--- src/rtl/core/bstk_pkg.sv ---
// bstk_pkg: shared constants, types and state encoding for the sorted top-k list
// used by bstk_ctrl and bounded_sorted_topk_insert; no dependencies
package bstk_pkg;

    // built storage
    localparam int DEPTH     = 16;
    localparam int KEY_WIDTH = 32;
    localparam int ADDR_W    = $clog2(DEPTH);
    localparam int CNT_W     = $clog2(DEPTH + 1);

    // port field widths
    localparam int KEY_IN_W   = 32;
    localparam int INDEX_W    = 4;
    localparam int POS_W      = 4;
    localparam int COUNT_W    = 5;
    localparam int CFG_IDX_W  = 1;
    localparam int CFG_DATA_W = 5;

    localparam logic [CFG_DATA_W-1:0] CAP_RESET = CFG_DATA_W'(16);

    // operation codes
    localparam logic FUNC_INSERT = 1'b0;
    localparam logic FUNC_READ   = 1'b1;

    // configuration register indexes
    localparam logic [CFG_IDX_W-1:0] CFG_CAPACITY   = CFG_IDX_W'(0);
    localparam logic [CFG_IDX_W-1:0] CFG_DESCENDING = CFG_IDX_W'(1);

    typedef enum logic [3:0] {
        ST_IDLE,
        ST_SCAN,
        ST_CMP,
        ST_DECIDE,
        ST_SHIFT_RD,
        ST_SHIFT_WR,
        ST_PUT,
        ST_READ_RD,
        ST_READ_WAIT,
        ST_DONE
    } state_t;

    typedef struct packed {
        logic [CNT_W-1:0] cap;
        logic             descending;
        logic             cap_wr;
        logic [CNT_W-1:0] cap_new;
    } cfg_t;

    typedef struct packed {
        logic                accepted;
        logic [POS_W-1:0]    position;
        logic [COUNT_W-1:0]  count_after;
        logic                read_valid;
        logic [KEY_IN_W-1:0] read_key;
    } result_t;

endpackage

--- src/rtl/core/bstk_ram.sv ---
// bstk_ram: generic single write port, single read port ram with registered read
// no dependencies
module bstk_ram #(
    parameter int WIDTH = 32,
    parameter int DEPTH = 16
) (
    input  logic                     aclk,
    input  logic                     wr_en,
    input  logic [$clog2(DEPTH)-1:0] wr_addr,
    input  logic [WIDTH-1:0]         wr_data,
    input  logic [$clog2(DEPTH)-1:0] rd_addr,
    output logic [WIDTH-1:0]         rd_data
);

    logic [WIDTH-1:0] mem [DEPTH];
    logic [WIDTH-1:0] rd_data_reg;

    always_ff @(posedge aclk) begin
        if (wr_en) begin
            mem[wr_addr] <= wr_data;
        end
        rd_data_reg <= mem[rd_addr];
    end

    assign rd_data = rd_data_reg;

endmodule

--- src/rtl/core/bstk_ctrl.sv ---
// bstk_ctrl: sequencer, shared key comparator and entry store for the top-k list
// depends on bstk_pkg and bstk_ram
module bstk_ctrl (
    input  logic                            aclk,
    input  logic                            aresetn,
    input  bstk_pkg::cfg_t                  cfg_i,
    input  logic                            in_valid,
    output logic                            in_ready,
    input  logic                            in_func,
    input  logic [bstk_pkg::KEY_IN_W-1:0]   in_key,
    input  logic [bstk_pkg::INDEX_W-1:0]    in_index,
    output logic                            res_valid,
    input  logic                            res_ready,
    output bstk_pkg::result_t               res_o
);

    bstk_pkg::state_t state_reg, state_next;

    logic [bstk_pkg::CNT_W-1:0]     count_reg;
    logic [bstk_pkg::CNT_W-1:0]     idx_reg;
    logic [bstk_pkg::CNT_W-1:0]     ptr_reg;
    logic [bstk_pkg::KEY_WIDTH-1:0] key_reg;
    logic [bstk_pkg::INDEX_W-1:0]   index_reg;
    logic                           accepted_reg;
    logic                           rvalid_reg;
    logic [bstk_pkg::KEY_WIDTH-1:0] rkey_reg;

    logic [bstk_pkg::CNT_W-1:0]     idx_inc;
    logic [bstk_pkg::CNT_W-1:0]     ptr_dec;
    logic [bstk_pkg::KEY_WIDTH-1:0] cmp_lhs, cmp_rhs;
    logic                           goes_before;
    logic                           read_hit;

    logic                           wr_en;
    logic [bstk_pkg::ADDR_W-1:0]    wr_addr;
    logic [bstk_pkg::KEY_WIDTH-1:0] wr_data;
    logic [bstk_pkg::ADDR_W-1:0]    rd_addr;
    logic [bstk_pkg::KEY_WIDTH-1:0] rd_data;

    bstk_ram #(
        .WIDTH (bstk_pkg::KEY_WIDTH),
        .DEPTH (bstk_pkg::DEPTH)
    ) u_ram (
        .aclk    (aclk),
        .wr_en   (wr_en),
        .wr_addr (wr_addr),
        .wr_data (wr_data),
        .rd_addr (rd_addr),
        .rd_data (rd_data)
    );

    assign idx_inc  = idx_reg + 1'b1;
    assign ptr_dec  = ptr_reg - 1'b1;
    assign read_hit = bstk_pkg::CNT_W'(in_index) < count_reg;

    // one comparator, operands swapped for descending order
    assign cmp_lhs     = cfg_i.descending ? key_reg : rd_data;
    assign cmp_rhs     = cfg_i.descending ? rd_data : key_reg;
    assign goes_before = cmp_lhs < cmp_rhs;

    always_comb begin
        state_next = state_reg;
        case (state_reg)
            bstk_pkg::ST_IDLE: begin
                if (in_valid) begin
                    if (in_func == bstk_pkg::FUNC_READ) begin
                        state_next = read_hit ? bstk_pkg::ST_READ_RD : bstk_pkg::ST_DONE;
                    end else begin
                        state_next = (count_reg == '0) ? bstk_pkg::ST_DECIDE
                                                       : bstk_pkg::ST_SCAN;
                    end
                end
            end
            bstk_pkg::ST_SCAN: begin
                state_next = bstk_pkg::ST_CMP;
            end
            bstk_pkg::ST_CMP: begin
                if (goes_before && (idx_inc < count_reg)) begin
                    state_next = bstk_pkg::ST_SCAN;
                end else begin
                    state_next = bstk_pkg::ST_DECIDE;
                end
            end
            bstk_pkg::ST_DECIDE: begin
                state_next = (idx_reg < cfg_i.cap) ? bstk_pkg::ST_SHIFT_RD : bstk_pkg::ST_DONE;
            end
            bstk_pkg::ST_SHIFT_RD: begin
                state_next = (ptr_reg > idx_reg) ? bstk_pkg::ST_SHIFT_WR : bstk_pkg::ST_PUT;
            end
            bstk_pkg::ST_SHIFT_WR: begin
                state_next = bstk_pkg::ST_SHIFT_RD;
            end
            bstk_pkg::ST_PUT: begin
                state_next = bstk_pkg::ST_DONE;
            end
            bstk_pkg::ST_READ_RD: begin
                state_next = bstk_pkg::ST_READ_WAIT;
            end
            bstk_pkg::ST_READ_WAIT: begin
                state_next = bstk_pkg::ST_DONE;
            end
            bstk_pkg::ST_DONE: begin
                if (res_ready) begin
                    state_next = bstk_pkg::ST_IDLE;
                end
            end
            default: begin
                state_next = bstk_pkg::ST_IDLE;
            end
        endcase
    end

    always_comb begin
        in_ready  = 1'b0;
        res_valid = 1'b0;
        wr_en     = 1'b0;
        wr_addr   = idx_reg[bstk_pkg::ADDR_W-1:0];
        wr_data   = key_reg;
        rd_addr   = idx_reg[bstk_pkg::ADDR_W-1:0];
        case (state_reg)
            bstk_pkg::ST_IDLE: begin
                in_ready = 1'b1;
            end
            bstk_pkg::ST_SHIFT_RD: begin
                rd_addr = ptr_dec[bstk_pkg::ADDR_W-1:0];
            end
            bstk_pkg::ST_SHIFT_WR: begin
                wr_en   = 1'b1;
                wr_addr = ptr_reg[bstk_pkg::ADDR_W-1:0];
                wr_data = rd_data;
            end
            bstk_pkg::ST_PUT: begin
                wr_en = 1'b1;
            end
            bstk_pkg::ST_READ_RD: begin
                rd_addr = bstk_pkg::ADDR_W'(index_reg);
            end
            bstk_pkg::ST_DONE: begin
                res_valid = 1'b1;
            end
            default: begin
                in_ready = 1'b0;
            end
        endcase
    end

    always_ff @(posedge aclk) begin
        if (!aresetn) begin
            state_reg <= bstk_pkg::ST_IDLE;
            count_reg <= '0;
        end else begin
            state_reg <= state_next;
            if (state_reg == bstk_pkg::ST_DECIDE && idx_reg < cfg_i.cap
                    && count_reg < cfg_i.cap) begin
                count_reg <= count_reg + 1'b1;
            end
            // lowering the capacity trims the list
            if (cfg_i.cap_wr && count_reg > cfg_i.cap_new) begin
                count_reg <= cfg_i.cap_new;
            end
        end
    end

    always_ff @(posedge aclk) begin
        case (state_reg)
            bstk_pkg::ST_IDLE: begin
                key_reg      <= in_key[bstk_pkg::KEY_WIDTH-1:0];
                index_reg    <= in_index;
                idx_reg      <= '0;
                accepted_reg <= 1'b0;
                rvalid_reg   <= 1'b0;
                rkey_reg     <= '0;
            end
            bstk_pkg::ST_CMP: begin
                if (goes_before) begin
                    idx_reg <= idx_inc;
                end
            end
            bstk_pkg::ST_DECIDE: begin
                // last place of the list after this insert
                ptr_reg <= (count_reg < cfg_i.cap) ? count_reg : count_reg - 1'b1;
            end
            bstk_pkg::ST_SHIFT_WR: begin
                ptr_reg <= ptr_dec;
            end
            bstk_pkg::ST_PUT: begin
                accepted_reg <= 1'b1;
            end
            bstk_pkg::ST_READ_WAIT: begin
                rvalid_reg <= 1'b1;
                rkey_reg   <= rd_data;
            end
            default: begin
                accepted_reg <= accepted_reg;
            end
        endcase
    end

    assign res_o.accepted    = accepted_reg;
    assign res_o.position    = accepted_reg ? bstk_pkg::POS_W'(idx_reg) : '0;
    assign res_o.count_after = bstk_pkg::COUNT_W'(count_reg);
    assign res_o.read_valid  = rvalid_reg;
    assign res_o.read_key    = bstk_pkg::KEY_IN_W'(rkey_reg);

    a_count_bound: assert property (@(posedge aclk) disable iff (!aresetn)
        count_reg <= bstk_pkg::CNT_W'(bstk_pkg::DEPTH))
        else $error("list count beyond depth");

    a_write_in_list: assert property (@(posedge aclk) disable iff (!aresetn)
        wr_en |-> bstk_pkg::CNT_W'(wr_addr) < count_reg)
        else $error("store written outside the list");

    a_pos_in_list: assert property (@(posedge aclk) disable iff (!aresetn)
        (res_valid && res_o.accepted) |-> res_o.position < res_o.count_after)
        else $error("inserted position beyond count");

    a_insert_not_read: assert property (@(posedge aclk) disable iff (!aresetn)
        res_valid |-> !(res_o.accepted && res_o.read_valid))
        else $error("word flags both insert and read");

    a_back_to_idle: assert property (@(posedge aclk) disable iff (!aresetn)
        (res_valid && res_ready) |=> in_ready)
        else $error("sequencer did not return to idle");

endmodule

--- src/rtl/core/bounded_sorted_topk_insert.sv ---
// bounded_sorted_topk_insert: top level with config registers and output register
// depends on bstk_pkg and bstk_ctrl
// insert: stored keys are compared in turn, entries past its place move up, then the key is
//   written, or a dropped key goes straight to the result; read: a ram read, skipped
//   at or past count; one word at a time, the next taken after its result is registered
// reset: synchronous active-low aresetn empties the list, capacity 16, ascending
module bounded_sorted_topk_insert (
    input  logic                              aclk,
    input  logic                              aresetn,
    input  logic                              cfg_valid,
    output logic                              cfg_ready,
    input  logic [bstk_pkg::CFG_IDX_W-1:0]    cfg_index,
    input  logic [bstk_pkg::CFG_DATA_W-1:0]   cfg_data,
    input  logic                              s_valid,
    output logic                              s_ready,
    input  logic                              s_func,
    input  logic [bstk_pkg::KEY_IN_W-1:0]     s_key,
    input  logic [bstk_pkg::INDEX_W-1:0]      s_index,
    output logic                              m_valid,
    input  logic                              m_ready,
    output logic                              m_accepted,
    output logic [bstk_pkg::POS_W-1:0]        m_position,
    output logic [bstk_pkg::COUNT_W-1:0]      m_count_after,
    output logic                              m_read_valid,
    output logic [bstk_pkg::KEY_IN_W-1:0]     m_read_key
);

    logic [bstk_pkg::CFG_DATA_W-1:0] cap_reg;
    logic                            desc_reg;
    logic                            m_valid_reg;
    bstk_pkg::result_t               res_reg;

    bstk_pkg::cfg_t    cfg;
    bstk_pkg::result_t res;
    logic              res_valid;
    logic              res_ready;
    logic              cfg_wr;

    assign cfg_ready = 1'b1;
    assign cfg_wr    = cfg_valid && cfg_ready;

    // capacity above the built depth acts as the depth
    assign cfg.cap = (cap_reg > bstk_pkg::CFG_DATA_W'(bstk_pkg::DEPTH))
                   ? bstk_pkg::CNT_W'(bstk_pkg::DEPTH) : bstk_pkg::CNT_W'(cap_reg);
    assign cfg.descending = desc_reg;
    assign cfg.cap_wr     = cfg_wr && (cfg_index == bstk_pkg::CFG_CAPACITY);
    assign cfg.cap_new = (cfg_data > bstk_pkg::CFG_DATA_W'(bstk_pkg::DEPTH))
                       ? bstk_pkg::CNT_W'(bstk_pkg::DEPTH) : bstk_pkg::CNT_W'(cfg_data);

    always_ff @(posedge aclk) begin
        if (!aresetn) begin
            cap_reg  <= bstk_pkg::CAP_RESET;
            desc_reg <= 1'b0;
        end else if (cfg_wr) begin
            case (cfg_index)
                bstk_pkg::CFG_CAPACITY: begin
                    cap_reg <= cfg_data;
                end
                bstk_pkg::CFG_DESCENDING: begin
                    desc_reg <= cfg_data[0];
                end
                default: begin
                    cap_reg <= cap_reg;
                end
            endcase
        end
    end

    bstk_ctrl u_ctrl (
        .aclk      (aclk),
        .aresetn   (aresetn),
        .cfg_i     (cfg),
        .in_valid  (s_valid),
        .in_ready  (s_ready),
        .in_func   (s_func),
        .in_key    (s_key),
        .in_index  (s_index),
        .res_valid (res_valid),
        .res_ready (res_ready),
        .res_o     (res)
    );

    // output word register takes one result while the sink stalls, freeing the sequencer
    assign res_ready = !m_valid_reg || m_ready;

    always_ff @(posedge aclk) begin
        if (!aresetn) begin
            m_valid_reg <= 1'b0;
        end else if (res_ready) begin
            m_valid_reg <= res_valid;
        end
    end

    always_ff @(posedge aclk) begin
        if (res_valid && res_ready) begin
            res_reg <= res;
        end
    end

    assign m_valid       = m_valid_reg;
    assign m_accepted    = res_reg.accepted;
    assign m_position    = res_reg.position;
    assign m_count_after = res_reg.count_after;
    assign m_read_valid  = res_reg.read_valid;
    assign m_read_key    = res_reg.read_key;

endmodule

--- config.mk ---
export PLATFORM = sky130hd
export DESIGN_NAME = bounded_sorted_topk_insert
export DESIGN_NICKNAME = d
export VERILOG_FILES = /design/src/rtl/core/bstk_pkg.sv /design/src/rtl/core/bstk_ram.sv /design/src/rtl/core/bstk_ctrl.sv /design/src/rtl/core/bounded_sorted_topk_insert.sv
export SDC_FILE = /design/constraint.sdc
export NUM_CORES = 1
export LEC_CHECK = 0
export ABC_AREA = 0
export BUFFER_PORTS_ARGS = -buffer_cell sky130_fd_sc_hd__buf_2
export CAP_MARGIN = 20
export CORE_MARGIN = 4
export CORE_UTILIZATION = 36
export DETAILED_ROUTE_END_ITERATION = 8
export RECOVER_POWER = 100
export SYNTH_ARGS = -nofsm -noshare
export SYNTH_HDL_FRONTEND = slang
export SYNTH_SLANG_ARGS = --single-unit
--- constraint.sdc ---
create_clock -name aclk -period 4.2 [get_ports aclk]
set_clock_uncertainty 0.15 [all_clocks]
set_input_delay 0.42 -clock aclk [delete_from_list [all_inputs] [get_ports aclk]]
set_output_delay 0.42 -clock aclk [all_outputs]
set_load 0.01 [all_outputs]
==> flow_summary_export.csv <==
group,metric,value,unit
synthesis,synthesis.instances,1730,
status,status,"finished, violations left",
sta,max_slew.worst_pin.slew,1.68,ns
clock_network,clk_latency,0.60,ns
clock_network,numCtsBuffers,73,
place,gp_congestion,0.807,
global_routing,grt_max_degree,105,
die,boundaryPins,94,
clock_network,cts_resized,0,
cells_and_area,regMostFlops,"u_ctrl.u_ram.mem",
global_routing,grt_pass1_vias,15500,
die,num_rows,104,
sta,setup_slack,0.389,ns
power_and_ir_drop,p_int,15.9,mW
power_and_ir_drop,p_sw_share,32.5,%
sta,rsz0062_at_grt,"no",
sta,max_slew_margin,-12.3,%
cells_and_area,layout.nets,1997,
synthesis,yosysUniqueCellTypes,63,
die,core-area,80500,sq um
global_routing,grt.overflow.total,0,
power_and_ir_drop,vdd_drop_max,0.621,mV
clock_network,cts.path.max_buffers,3,
power_and_ir_drop,power_frac_seq,40.6,%
worst_setup_path,cp.required,4.33,ns
drt,detail-route-antenna-nets,0,
sta,drv_slew,14,
clock_network,cts_root_buffer,"clkbuf_16",
sta,whs,0.0665,ns
cells_and_area,drive_gt1_share,11.8,%
global_routing,grt_usage,15.3,%
sta,period_needed,3.81,ns
synthesis,synth_seq_cells,683,
clock_network,tritoncts,"built",
die,die_h,293,um
global_routing,grt_pass1_wl,98.8,mm
worst_hold_path,hold_path.class,"in -> reg",
place,hpwl,36.3,mm
synthesis,ys_seq_area_share,68.4,%
die,fp.dieW,293,um
clock_network,clk_pin_slew_worst_paths,0.06,ns
cells_and_area,largest_reg_flops,512,
place,dp_slack,0.503,ns
sta,final-hold-violation-count,0,
sta,finalSetupTns,0,ns
drt,drt-total-wl,66.8,mm
synthesis,synth-edff-count,635,
die,die_area,86000,sq um
status,violations,"capacitance limit, slew limit",
drt,num_vias,15400,
cells_and_area,final_cell_mix,"edfxtp_1 (635), mux2i_1 (517), clkbuf_1 (82)",
power_and_ir_drop,switchingPower,7.66,mW
synthesis,synth_async_sr_flop_share,0,%
cells_and_area,final_common_cell,"edfxtp_1",
place,dp.cells,2833,
cells_and_area,final_area,33600,sq um
synthesis,syn_area,29300,sq um
sta,timing.fmax,262,MHz
synthesis,synth_nets,1837,
synthesis,syn_area_per_cell,16.9,sq um
power_and_ir_drop,cellPowerDensity,700,nW/um^2
die,start_util,36.4,%
synthesis,ys_warn_count,0,
drt,drc,0,
worst_setup_path,path_class,"reg -> reg",
cells_and_area,layout.cells.non_filler,3009,
cells_and_area,num-fill-cells,7165,
sta,finalCritPeriodShare,90.7,%
power_and_ir_drop,power.share.combinational,32.3,%
sta,setup_viol,0,
flow_run,drv_cap,1,
global_routing,antenna_found_initial,1,
clock_network,numClockSinks,683,
synthesis,ys.flop_type,"edfxtp_1",
drt,wl_per_cell,22.2,um
place,port-buffer-count,92,
cells_and_area,syn_to_final_growth,14.9,%
power_and_ir_drop,p_leak,12.8,nW
power_and_ir_drop,pwr-share-clk,27.1,%
clock_network,htreeDepth,3,
drt,viasPerCell,5.13,
place,place_area,31000,sq um
drt,drtPass1Iterations,5,
worst_setup_path,crit_path_end_kind,"flop",
worst_setup_path,start_kind,"flop",
worst_setup_path,path_max_fanout,47,
drt,drtIter0Drc,1072,
worst_setup_path,arrival,3.94,ns
[cell usage after synthesis (3+ instances only)]
library cell	instances	area share (%)
or3_1	3	0.064
buf_12	22	1.5
o2bb2ai_1	4	0.12
nand2_1	24	0.31
clkbuf_1	28	0.36
o31ai_1	3	0.077
a21o_1	6	0.15
buf_6	5	0.19
a211oi_1	4	0.10
nand2b_1	5	0.11
nor3_1	14	0.24
a22oi_1	3	0.077
edfxtp_1	635	65
nor4_1	4	0.085
xnor2_1	10	0.30
inv_1	24	0.31
nor2_1	37	0.47
o211ai_1	5	0.13
ha_1	59	2.5
buf_2	24	0.41
o21a_1	5	0.13
o21ai_0	19	0.32
and2_1	7	0.15
buf_1	3	0.038
mux2_2	62	2.4
and3_1	43	0.92
dfxtp_1	48	3.3
nand4_1	8	0.17
nor2b_1	15	0.32
o21ai_1	5	0.085
nand3_1	11	0.19
mux2i_1	517	18
a21oi_1	23	0.39
a31oi_1	6	0.13
[worst paths after layout]
path / from / end / slack [ns] / cells after the start
worst max-delay path: desc_reg / u_ctrl.idx_reg[4] / 0.39 / 11
worst min-delay path: s_valid / u_ctrl.state_reg[2] / 0.07 / 3
worst max register to register: desc_reg / u_ctrl.idx_reg[4] / 0.39 / 11
worst min register to register: u_ctrl.rkey_reg[0] / m_read_key[0] / 0.27 / 0
[what timing repair did]
| action | CTS | global route |
|---|---|---|
| endpoints found under the setup margin | 0 | 0 |
| endpoints found under the hold margin | 45 | 0 |
| setup buffers | 0 | 0 |
| hold buffers | 42 | 0 |
[cell type report]
cell class / instances / area, sq um / share of cell area (%)
inverter: 25 / 96.3 / 0.286
timing repair buffer: 170 / 1250 / 3.72
clock inverter: 32 / 325 / 0.967
clock buffer: 101 / 2060 / 6.12
sequential: 683 / 20000 / 59.5
multi-input combinational: 937 / 8550 / 25.4
tap: 1060 / 1330 / 3.94
antenna: 1 / 2.50 / 0.00744
[cell families after synthesis]
kind of cell | count (synthesis) | share of synthesized area [%]
adders and majority gates | 59 | 2.52
AOI/OAI and AO/OA | 104 | 2.42
other | 1 | 0.0128
and+or+nand+nor | 182 | 3.32
xor gates and xnor gates | 12 | 0.359
buffers and inverters | 110 | 2.93
DFF | 683 | 68.4
muxes | 579 | 20.1
[critical path, cell delays in order (launching register included)]
cell,delay [ns]
dfxtp_4,0.52
buf_12,0.33
mux2_2,0.38
ha_1,0.31
a21o_1,0.16
a21o_1,0.16
a21oi_1,0.25
a2111oi_0,0.15
o21ai_1,0.41
a21oi_1,0.12
nor4_1,0.20
clkbuf_1,0.30
[per-stage QoR]
step                      total power [mW]  util, %
after floorplan                       15.7        -
after global placement                17.2     38.5
after detailed placement              17.4     38.5
after CTS                             23.9     42.0
after global routing                  24.8     41.8
final                                 23.6     41.8
[power groups by stage]
stage	sequential, mW	clock, mW	combinational [mW]
final	9.57	6.39	7.60
after global routing	9.65	6.82	8.29
after CTS	9.56	6.56	7.76
after detailed placement	9.69	0	7.68
after global placement	9.69	0	7.54
after floorplan	9.35	0	6.34
[layer usage]
layer / up-vias / part of all wire, % / routed length, um / global-route usage, %
met5: - / 0 / 0 / 0
met3: 103 / 4.4 / 2960 / 2.50
li1: 7075 / - / - / -
met4: 0 / 2.3 / 1560 / 4.22
met2: 352 / 47 / 31400 / 24.9
met1: 7897 / 46 / 30900 / 21.3
Note: power is estimated with default switching activity, not from simulation.
